## config.mk

```make
export PLATFORM = sky130hd
export DESIGN_NAME = averaged_bang_bang_thermostat_flat
export DESIGN_NICKNAME = d
export VERILOG_FILES = /design/src/abbt_pkg.sv /design/src/abbt_ifs.sv /design/src/averaged_bang_bang_thermostat.sv /design/src/abbt_adc_conv.sv /design/src/flat_wrapper.sv
export SDC_FILE = /design/constraint.sdc
export NUM_CORES = 1
export LEC_CHECK = 0
export BUFFER_PORTS_ARGS = -buffer_cell sky130_fd_sc_hd__buf_2
export CORE_UTILIZATION = 45
export CTS_CLUSTER_SIZE = 30
export DETAILED_ROUTE_END_ITERATION = 12
export SLEW_MARGIN = 15
export SYNTH_ARGS = -nofsm -noshare
export SYNTH_HDL_FRONTEND = slang
export SYNTH_HIERARCHICAL = 1
export SYNTH_SLANG_ARGS = --single-unit
export TNS_END_PERCENT = 50
```

## constraint.sdc

```tcl
create_clock -name clk -period 16.6 [get_ports clk]
set_input_delay 1.66 -clock clk [delete_from_list [all_inputs] [get_ports clk]]
set_output_delay 1.66 -clock clk [all_outputs]
set_load 0.01 [all_outputs]
```

## src/abbt_pkg.sv

```systemverilog
// Shared constants and types for the averaged bang-bang thermostat.
`timescale 1ns / 1ps

package abbt_pkg;

	localparam int ADC_W  = 10;
	localparam int TEMP_W = 8;
	localparam int SUM_W  = 12;
	localparam int REG_W  = 8;
	localparam int IDX_W  = 1;

	// millivolt scale folded with the divide by ten: temp = adc * 500 / 1023
	localparam int MV_SCALE = 500;
	localparam int PROD_W   = 19;
	localparam int DIV_W    = 10;
	localparam logic [DIV_W:0]    ADC_DIV  = 11'd1023;
	localparam logic [TEMP_W-1:0] TEMP_MAX = 8'd255;

	// reciprocal precision used for the window mean
	localparam int AVG_SHIFT = 24;

	localparam logic [REG_W-1:0] SETPOINT_RST = 8'd60;
	localparam logic [REG_W-1:0] BAND_RST     = 8'd5;

	typedef enum logic [IDX_W-1:0] {
		REG_SETPOINT = 1'b0,
		REG_BAND     = 1'b1
	} cfg_reg_t;

endpackage

```

## src/abbt_ifs.sv

```systemverilog
// Handshake interfaces for the sample and result channels.
`timescale 1ns / 1ps

interface abbt_sample_if;
	logic                          valid;
	logic                          ready;
	logic [abbt_pkg::ADC_W-1:0]    adc_sample;

	modport source (output valid, output adc_sample, input ready);
	modport sink   (input valid, input adc_sample, output ready);
endinterface

interface abbt_result_if;
	logic                          valid;
	logic                          ready;
	logic [abbt_pkg::TEMP_W-1:0]   average_temp;
	logic                          fan_on;
	logic                          heater_on;

	modport source (output valid, output average_temp, output fan_on, output heater_on,
		input ready);
	modport sink   (input valid, input average_temp, input fan_on, input heater_on,
		output ready);
endinterface

```

## src/averaged_bang_bang_thermostat.sv

```systemverilog
// Top level of the averaged bang-bang thermostat.
//
// samples: one converter reading per transaction (valid/ready). Each reading is
// turned into whole degrees and summed; every WINDOW readings close a window.
// results: one transaction per closed window, carrying the truncated mean and
// the fan and heater drives after the hysteresis decision against
// setpoint +/- band. Readings that do not close a window give no result.
// cfg_we/cfg_index/cfg_data write setpoint (index 0) or band (index 1);
// write only while no window is in flight.
// Throughput: one reading per cycle while the result side is not stalled. The
// last reading of a window passes the input register, conversion stage,
// accumulate stage and result register before its result is valid.
// Reset clears the sum, the reading count, both drives and the pipeline, and
// loads setpoint 60 and band 5.
// A stalled result holds the whole pipeline: samples.ready follows
// !results.valid || results.ready, so nothing is dropped while the sink waits.
`timescale 1ns / 1ps

module averaged_bang_bang_thermostat #(
	parameter int WINDOW = 10
) (
	input  logic                          clk,
	input  logic                          arst_n,
	abbt_sample_if.sink                   samples,
	abbt_result_if.source                 results,
	input  logic                          cfg_we,
	input  logic [abbt_pkg::IDX_W-1:0]    cfg_index,
	input  logic [abbt_pkg::REG_W-1:0]    cfg_data
);

	localparam int CNT_W = $clog2(WINDOW);
	localparam logic [CNT_W-1:0] CNT_LAST = CNT_W'(WINDOW - 1);
	localparam logic [abbt_pkg::AVG_SHIFT-1:0] RECIP =
		abbt_pkg::AVG_SHIFT'(((64'd1 << abbt_pkg::AVG_SHIFT) + WINDOW - 1) / WINDOW);
	localparam int MUL_W = abbt_pkg::SUM_W + abbt_pkg::AVG_SHIFT;

	logic [abbt_pkg::REG_W-1:0]  setpoint_q;
	logic [abbt_pkg::REG_W-1:0]  band_q;

	logic                        adv;
	logic                        v_s1, v_s2, v_s3;
	logic [abbt_pkg::ADC_W-1:0]  adc_s1;
	logic [abbt_pkg::TEMP_W-1:0] temp_c;
	logic [abbt_pkg::TEMP_W-1:0] temp_s2;
	logic [abbt_pkg::SUM_W-1:0]  sum_q;
	logic [abbt_pkg::SUM_W-1:0]  sum_nxt;
	logic [abbt_pkg::SUM_W-1:0]  sum_s3;
	logic [CNT_W-1:0]            cnt_q;

	logic [MUL_W-1:0]            mean_prod;
	logic [abbt_pkg::TEMP_W-1:0] mean;
	logic [abbt_pkg::REG_W:0]    hi_lim;
	logic                        go_cool, go_heat;

	logic                        out_valid_q;
	logic [abbt_pkg::TEMP_W-1:0] avg_q;
	logic                        fan_q, heater_q;

	// configuration registers
	always_ff @(posedge clk or negedge arst_n) begin
		if (!arst_n) begin
			setpoint_q <= abbt_pkg::SETPOINT_RST;
			band_q     <= abbt_pkg::BAND_RST;
		end else if (cfg_we) begin
			case (abbt_pkg::cfg_reg_t'(cfg_index))
				abbt_pkg::REG_SETPOINT: setpoint_q <= cfg_data;
				abbt_pkg::REG_BAND:     band_q     <= cfg_data;
				default: ;
			endcase
		end
	end

	assign adv           = !out_valid_q || results.ready;
	assign samples.ready = adv;

	// stage 1: input register
	always_ff @(posedge clk or negedge arst_n) begin
		if (!arst_n)
			v_s1 <= 1'b0;
		else if (adv)
			v_s1 <= samples.valid;
	end

	always_ff @(posedge clk) begin
		if (adv && samples.valid)
			adc_s1 <= samples.adc_sample;
	end

	abbt_adc_conv u_conv (
		.adc  (adc_s1),
		.temp (temp_c)
	);

	// stage 2: converted temperature
	always_ff @(posedge clk or negedge arst_n) begin
		if (!arst_n)
			v_s2 <= 1'b0;
		else if (adv)
			v_s2 <= v_s1;
	end

	always_ff @(posedge clk) begin
		if (adv && v_s1)
			temp_s2 <= temp_c;
	end

	// window accumulation
	assign sum_nxt = sum_q + abbt_pkg::SUM_W'(temp_s2);

	always_ff @(posedge clk or negedge arst_n) begin
		if (!arst_n) begin
			sum_q <= '0;
			cnt_q <= '0;
			v_s3  <= 1'b0;
		end else if (adv) begin
			v_s3 <= v_s2 && (cnt_q == CNT_LAST);
			if (v_s2) begin
				if (cnt_q == CNT_LAST) begin
					sum_q <= '0;
					cnt_q <= '0;
				end else begin
					sum_q <= sum_nxt;
					cnt_q <= cnt_q + 1'b1;
				end
			end
		end
	end

	always_ff @(posedge clk) begin
		if (adv && v_s2 && (cnt_q == CNT_LAST))
			sum_s3 <= sum_nxt;
	end

	// stage 3: mean by reciprocal multiply, hysteresis decision
	assign mean_prod = MUL_W'(sum_s3) * MUL_W'(RECIP);
	assign mean      = mean_prod[abbt_pkg::AVG_SHIFT +: abbt_pkg::TEMP_W];
	assign hi_lim    = {1'b0, setpoint_q} + {1'b0, band_q};
	assign go_cool   = {1'b0, mean} > hi_lim;
	assign go_heat   = ({1'b0, mean} + {1'b0, band_q}) < {1'b0, setpoint_q};

	always_ff @(posedge clk or negedge arst_n) begin
		if (!arst_n) begin
			out_valid_q <= 1'b0;
			fan_q       <= 1'b0;
			heater_q    <= 1'b0;
		end else if (adv) begin
			out_valid_q <= v_s3;
			if (v_s3) begin
				if (go_cool) begin
					fan_q    <= 1'b1;
					heater_q <= 1'b0;
				end else if (go_heat) begin
					fan_q    <= 1'b0;
					heater_q <= 1'b1;
				end
			end
		end
	end

	always_ff @(posedge clk) begin
		if (adv && v_s3)
			avg_q <= mean;
	end

	assign results.valid        = out_valid_q;
	assign results.average_temp = avg_q;
	assign results.fan_on       = fan_q;
	assign results.heater_on    = heater_q;

	// fan and heater are never driven together
	a_drive_excl: assert property (@(posedge clk) disable iff (!arst_n)
		!(fan_q && heater_q))
		else $error("fan and heater both on");

	// reading count stays inside the window
	a_cnt_range: assert property (@(posedge clk) disable iff (!arst_n)
		cnt_q <= CNT_LAST)
		else $error("sample count beyond window");

	// partial sum is bounded by the readings taken so far
	a_sum_bound: assert property (@(posedge clk) disable iff (!arst_n)
		sum_q <= abbt_pkg::SUM_W'(cnt_q) * abbt_pkg::SUM_W'(abbt_pkg::TEMP_MAX))
		else $error("window sum out of range");

	// a closed window reaches the result register on the next advance
	a_close_out: assert property (@(posedge clk) disable iff (!arst_n)
		(v_s3 && adv) |=> out_valid_q)
		else $error("closed window lost");

	// drives change only when a result is loaded
	a_drive_hold: assert property (@(posedge clk) disable iff (!arst_n)
		!(v_s3 && adv) |=> ($stable(fan_q) && $stable(heater_q)))
		else $error("drive changed without a result");

endmodule

```

## src/abbt_adc_conv.sv

```systemverilog
// Converter reading to whole degrees: floor(adc * 500 / 1023), saturated at 255.
`timescale 1ns / 1ps

module abbt_adc_conv (
	input  logic [abbt_pkg::ADC_W-1:0]  adc,
	output logic [abbt_pkg::TEMP_W-1:0] temp
);

	logic [abbt_pkg::PROD_W-1:0]          prod;
	logic [abbt_pkg::PROD_W-abbt_pkg::DIV_W-1:0] q0;
	logic [abbt_pkg::DIV_W:0]             rem;
	logic [abbt_pkg::PROD_W-abbt_pkg::DIV_W-1:0] quo;

	// x / 1023: x = 1024*q0 + lo = 1023*q0 + (lo + q0), with lo + q0 < 2*1023
	assign prod = abbt_pkg::PROD_W'(adc) * abbt_pkg::PROD_W'(abbt_pkg::MV_SCALE);
	assign q0   = prod[abbt_pkg::PROD_W-1:abbt_pkg::DIV_W];
	assign rem  = {1'b0, prod[abbt_pkg::DIV_W-1:0]} + (abbt_pkg::DIV_W+1)'(q0);
	assign quo  = (rem >= abbt_pkg::ADC_DIV) ? q0 + 1'b1 : q0;

	assign temp = (quo > (abbt_pkg::PROD_W-abbt_pkg::DIV_W)'(abbt_pkg::TEMP_MAX)) ?
		abbt_pkg::TEMP_MAX : quo[abbt_pkg::TEMP_W-1:0];

endmodule

```

## src/flat_wrapper.sv

```systemverilog
// flat-port wrapper written by rule: the top's interface ports become plain ports
module averaged_bang_bang_thermostat_flat 
#(
	parameter int WINDOW = 10
)
  (clk, arst_n, cfg_we, cfg_index, cfg_data, samples_valid, samples_adc_sample, samples_ready, results_valid, results_average_temp, results_fan_on, results_heater_on, results_ready);
  abbt_sample_if samples_i ();
  abbt_result_if results_i ();
  input  logic clk;
  input  logic arst_n;
  input  logic cfg_we;
  input  logic [abbt_pkg::IDX_W-1:0] cfg_index;
  input  logic [abbt_pkg::REG_W-1:0] cfg_data;
  input wire logic [$bits(samples_i.valid)-1:0] samples_valid;
  input wire logic [$bits(samples_i.adc_sample)-1:0] samples_adc_sample;
  output wire logic [$bits(samples_i.ready)-1:0] samples_ready;
  output wire logic [$bits(results_i.valid)-1:0] results_valid;
  output wire logic [$bits(results_i.average_temp)-1:0] results_average_temp;
  output wire logic [$bits(results_i.fan_on)-1:0] results_fan_on;
  output wire logic [$bits(results_i.heater_on)-1:0] results_heater_on;
  input wire logic [$bits(results_i.ready)-1:0] results_ready;
  assign samples_i.valid = samples_valid;
  assign samples_i.adc_sample = samples_adc_sample;
  assign samples_ready = samples_i.ready;
  assign results_valid = results_i.valid;
  assign results_average_temp = results_i.average_temp;
  assign results_fan_on = results_i.fan_on;
  assign results_heater_on = results_i.heater_on;
  assign results_i.ready = results_ready;
  averaged_bang_bang_thermostat #(.WINDOW(WINDOW)) u_core (.clk(clk), .arst_n(arst_n), .samples(samples_i), .results(results_i), .cfg_we(cfg_we), .cfg_index(cfg_index), .cfg_data(cfg_data));
endmodule
```

==> results.sh <==
export IMPL_nNetsFinal=1255
export IMPL_grt_max_degree=39
export IMPL_hpwl_mm=16.3
export IMPL_place_gp_congestion=0.854
export IMPL_drive_gt1_share_pct=9.24
export IMPL_start_kind="flop"
export IMPL_wl_per_cell_um=15.3
export IMPL_ys_ff_latch=76
export IMPL_setup_viol=0
export IMPL_vias=6757
export IMPL_antennaDiodeCount=0
export IMPL_endpoint_kind="flop"
export IMPL_hold_buffers=0
export IMPL_row_count=52
export IMPL_placed_area_um2=9910
export IMPL_hold_class="reg -> reg"
export IMPL_drtPass1Iterations=4
export IMPL_yosysWarningCount=6
export IMPL_antenna_found_initial=0
export IMPL_fillCellCount=1949
export IMPL_cts_made_buffers=9
export IMPL_area_growth_pct=7.86
export IMPL_report_final_slew_viol_count=0
export IMPL_synth_cells=955
export IMPL_status="complete, no violations"
export IMPL_multiInputGateArea_um2=6660
export IMPL_clk_pin_slew_worst_paths_ns=0.06
export IMPL_fin_skew_ns=0.0128
export IMPL_fin_area_um2=10200
export IMPL_clk_latency_ns=0.35
export IMPL_ios=36
export IMPL_post_cts_buffers=0
export IMPL_final_hold_viol_count=0
export IMPL_ff_latch_area_um2=2100
export IMPL_slew_headroom_pct=36.3
export IMPL_cp_max_fo=8
export IMPL_grtUsageTotal_pct=18.9
export IMPL_htreeDepth=3
export IMPL_synth_edff_count=38
export IMPL_cp_data_arrival_time_ns=7.99
export IMPL_core_um2=20400
export IMPL_post_route_min_period_ns=7.74
export IMPL_die_h_um=147
export IMPL_postRouteAntennaNets=0
export IMPL_wirelength_mm=19.4
export IMPL_worst_slew_pin_slew_ns=0.953
export IMPL_drt_iter0_markers=313
export IMPL_syn_area_um2=9470
export IMPL_ys_types=84
export IMPL_max_freq_ghz=0.129
export IMPL_rsz0062_at_grt="no"
export IMPL_die_x_um=147
export IMPL_grt_overflow=0
export IMPL_clockRootBuffer="clkbuf_16"
export IMPL_seq_area_frac_synth_pct=22.2
export IMPL_grt_pass1_vias=6611
export IMPL_clk_path_buf_depth=2
export IMPL_dieArea_um2=21600
export IMPL_grt_first_pass_wirelength_mm=32.5
export IMPL_floorplan_initialDensity_pct=46.4
export IMPL_synth_fp_nets=1219
export IMPL_synthArstFlopShare_pct=50.0
export IMPL_cts_sinks=76
export IMPL_synth_area_per_cell_um2=9.92
export IMPL_synth_flop_cell="edfxtp_1"
export IMPL_worstSetupPathType="reg -> reg"
export IMPL_cts_tree="built"
export IMPL_drv_cap=0
export IMPL_port_buffer_count=35
export IMPL_vias_per_cell=5.34
export IMPL_worst_ep_required_time_ns=16.84
export IMPL_finalCritPeriodShare_pct=46.7
export IMPL_drc=0
export IMPL_post_cts_resized=0
export IMPL_setup_tns_ns=0
## final timing paths
path	from	endpoint	slack, ns	cells past startpoint
setup / recovery	u_core/sum_s3[6]	u_core/results.fan_on	8.86	25
hold / removal	u_core/results.fan_on	u_core/results.fan_on	0.48	1
setup reg to reg	u_core/sum_s3[6]	u_core/results.fan_on	8.86	25
hold reg to reg	u_core/results.fan_on	u_core/results.fan_on	0.48	1
max in group asynchronous	arst_n	u_core/sum_q[5]	14.62	1
min in group asynchronous	arst_n	u_core/cnt_q[3]	1.43	1
## stage by stage
step                hold slack, ns  utilization, %  worst slack [ns]  std cells
floorplan                    0.439               -              9.79        955
global route                 0.511            50.0              8.42       1266
global placement             0.457            48.5              8.95       1250
CTS                          0.481            50.0              8.90       1266
detailed placement           0.464            48.5              8.91       1250
finish                       0.482            50.0              8.86       1266
## cells in the mapped netlist, types with 6 or more instances
master / instances / share of area (%)
a22o_1: 6 / 0.55
dfstp_2: 6 / 1.7
nand2_1: 54 / 2.1
ha_1: 162 / 21
nand3_1: 17 / 0.90
xnor2_1: 34 / 3.1
edfxtp_1: 38 / 12
nor2_1: 38 / 1.5
nor2b_1: 11 / 0.73
and3_1: 7 / 0.46
xor2_1: 19 / 1.8
a21oi_1: 45 / 2.4
fa_1: 78 / 16
and2_1: 9 / 0.59
o21ai_0: 36 / 1.9
a21o_1: 24 / 1.9
nand4_1: 10 / 0.66
nor3_1: 10 / 0.53
inv_1: 170 / 6.7
o21a_1: 9 / 0.71
nand2b_1: 7 / 0.46
mux2_2: 11 / 1.3
dfrtp_1: 32 / 8.5
a211oi_1: 10 / 0.79
## metal layers
| layer | routed length, µm | share of wire (%) | GRT usage [%] |
|---|---|---|---|
| met5 | 0 | 0 | 0 |
| met4 | 272 | 1.4 | 6.24 |
| met3 | 420 | 2.2 | 2.14 |
| met2 | 9500 | 49 | 31.5 |
| met1 | 9170 | 47 | 25.4 |
## critical path: stages (launching register included)
cell	delay [ns]
edfxtp_1	0.50
ha_1	0.35
inv_1	0.06
fa_1	0.58
fa_1	0.46
fa_1	0.50
fa_1	0.55
inv_1	0.05
ha_1	0.29
or2_1	0.25
a311oi_1	0.39
nand3_1	0.17
o21bai_1	0.36
inv_1	0.10
a31oi_1	0.48
ha_1	0.34
a21o_1	0.15
a21oi_1	0.23
nor2b_1	0.08
o21ai_0	0.30
a21oi_1	0.15
xor2_1	0.17
ha_1	0.31
a2111oi_0	0.40
o2111ai_1	0.20
a21o_1	0.21
## cell type report
cell class / instances / share of cell area, %
inverter: 170 / 6.25
tap: 270 / 3.31
clock inverter: 4 / 0.257
timing repair buffer: 35 / 1.71
sequential: 76 / 20.6
multi-input combinational: 699 / 65.2
clock buffer: 12 / 2.73
## registers in the layout, indices dropped and copies added, names as in the netlist
name and flops:
u_core/v_s2 1, u_core/results.heater_on 1, u_core/results.average_temp 8, u_core/v_s1 1, u_core/band_q 8, u_core/adc_s1 10
u_core/sum_q 12, u_core/results.valid 1, u_core/sum_s3 12, u_core/results.fan_on 1, u_core/v_s3 1, u_core/temp_s2 8
u_core/setpoint_q 8, u_core/cnt_q 4
## layout by cell type, fill, tap and decap left out, types with 5 or more instances in the layout
cell,count
a2111oi_0,5
a211o_1,5
a211oi_1,10
a21o_1,24
a21oi_1,45
a22o_1,6
a31oi_1,5
and2_1,9
and3_1,7
buf_2,35
clkbuf_16,11
dfrtp_1,32
dfstp_2,6
edfxtp_1,38
fa_1,78
ha_1,162
inv_1,170
mux2_2,11
nand2_1,54
nand2b_1,7
nand3_1,17
nand4_1,10
nor2_1,38
nor2b_1,11
nor3_1,10
o211ai_1,5
o21a_1,9
o21ai_0,36
or3_1,5
or4_1,5
xnor2_1,34
xor2_1,19
## cell families after synthesis
family | Yosys count | synth area share, %
AO/OA/AOI/OAI | 197 | 15.0
XOR/XNOR | 54 | 5.07
adder cells (fa/ha/maj) | 242 | 38.1
buffers and inverters | 180 | 7.52
flip-flops | 76 | 22.2
multiplexers | 14 | 1.63
AND/OR/NAND/NOR | 192 | 10.4
Power is not shown: default switching activity piles up to over one toggle a cycle in this logic, so the estimate is an artifact.
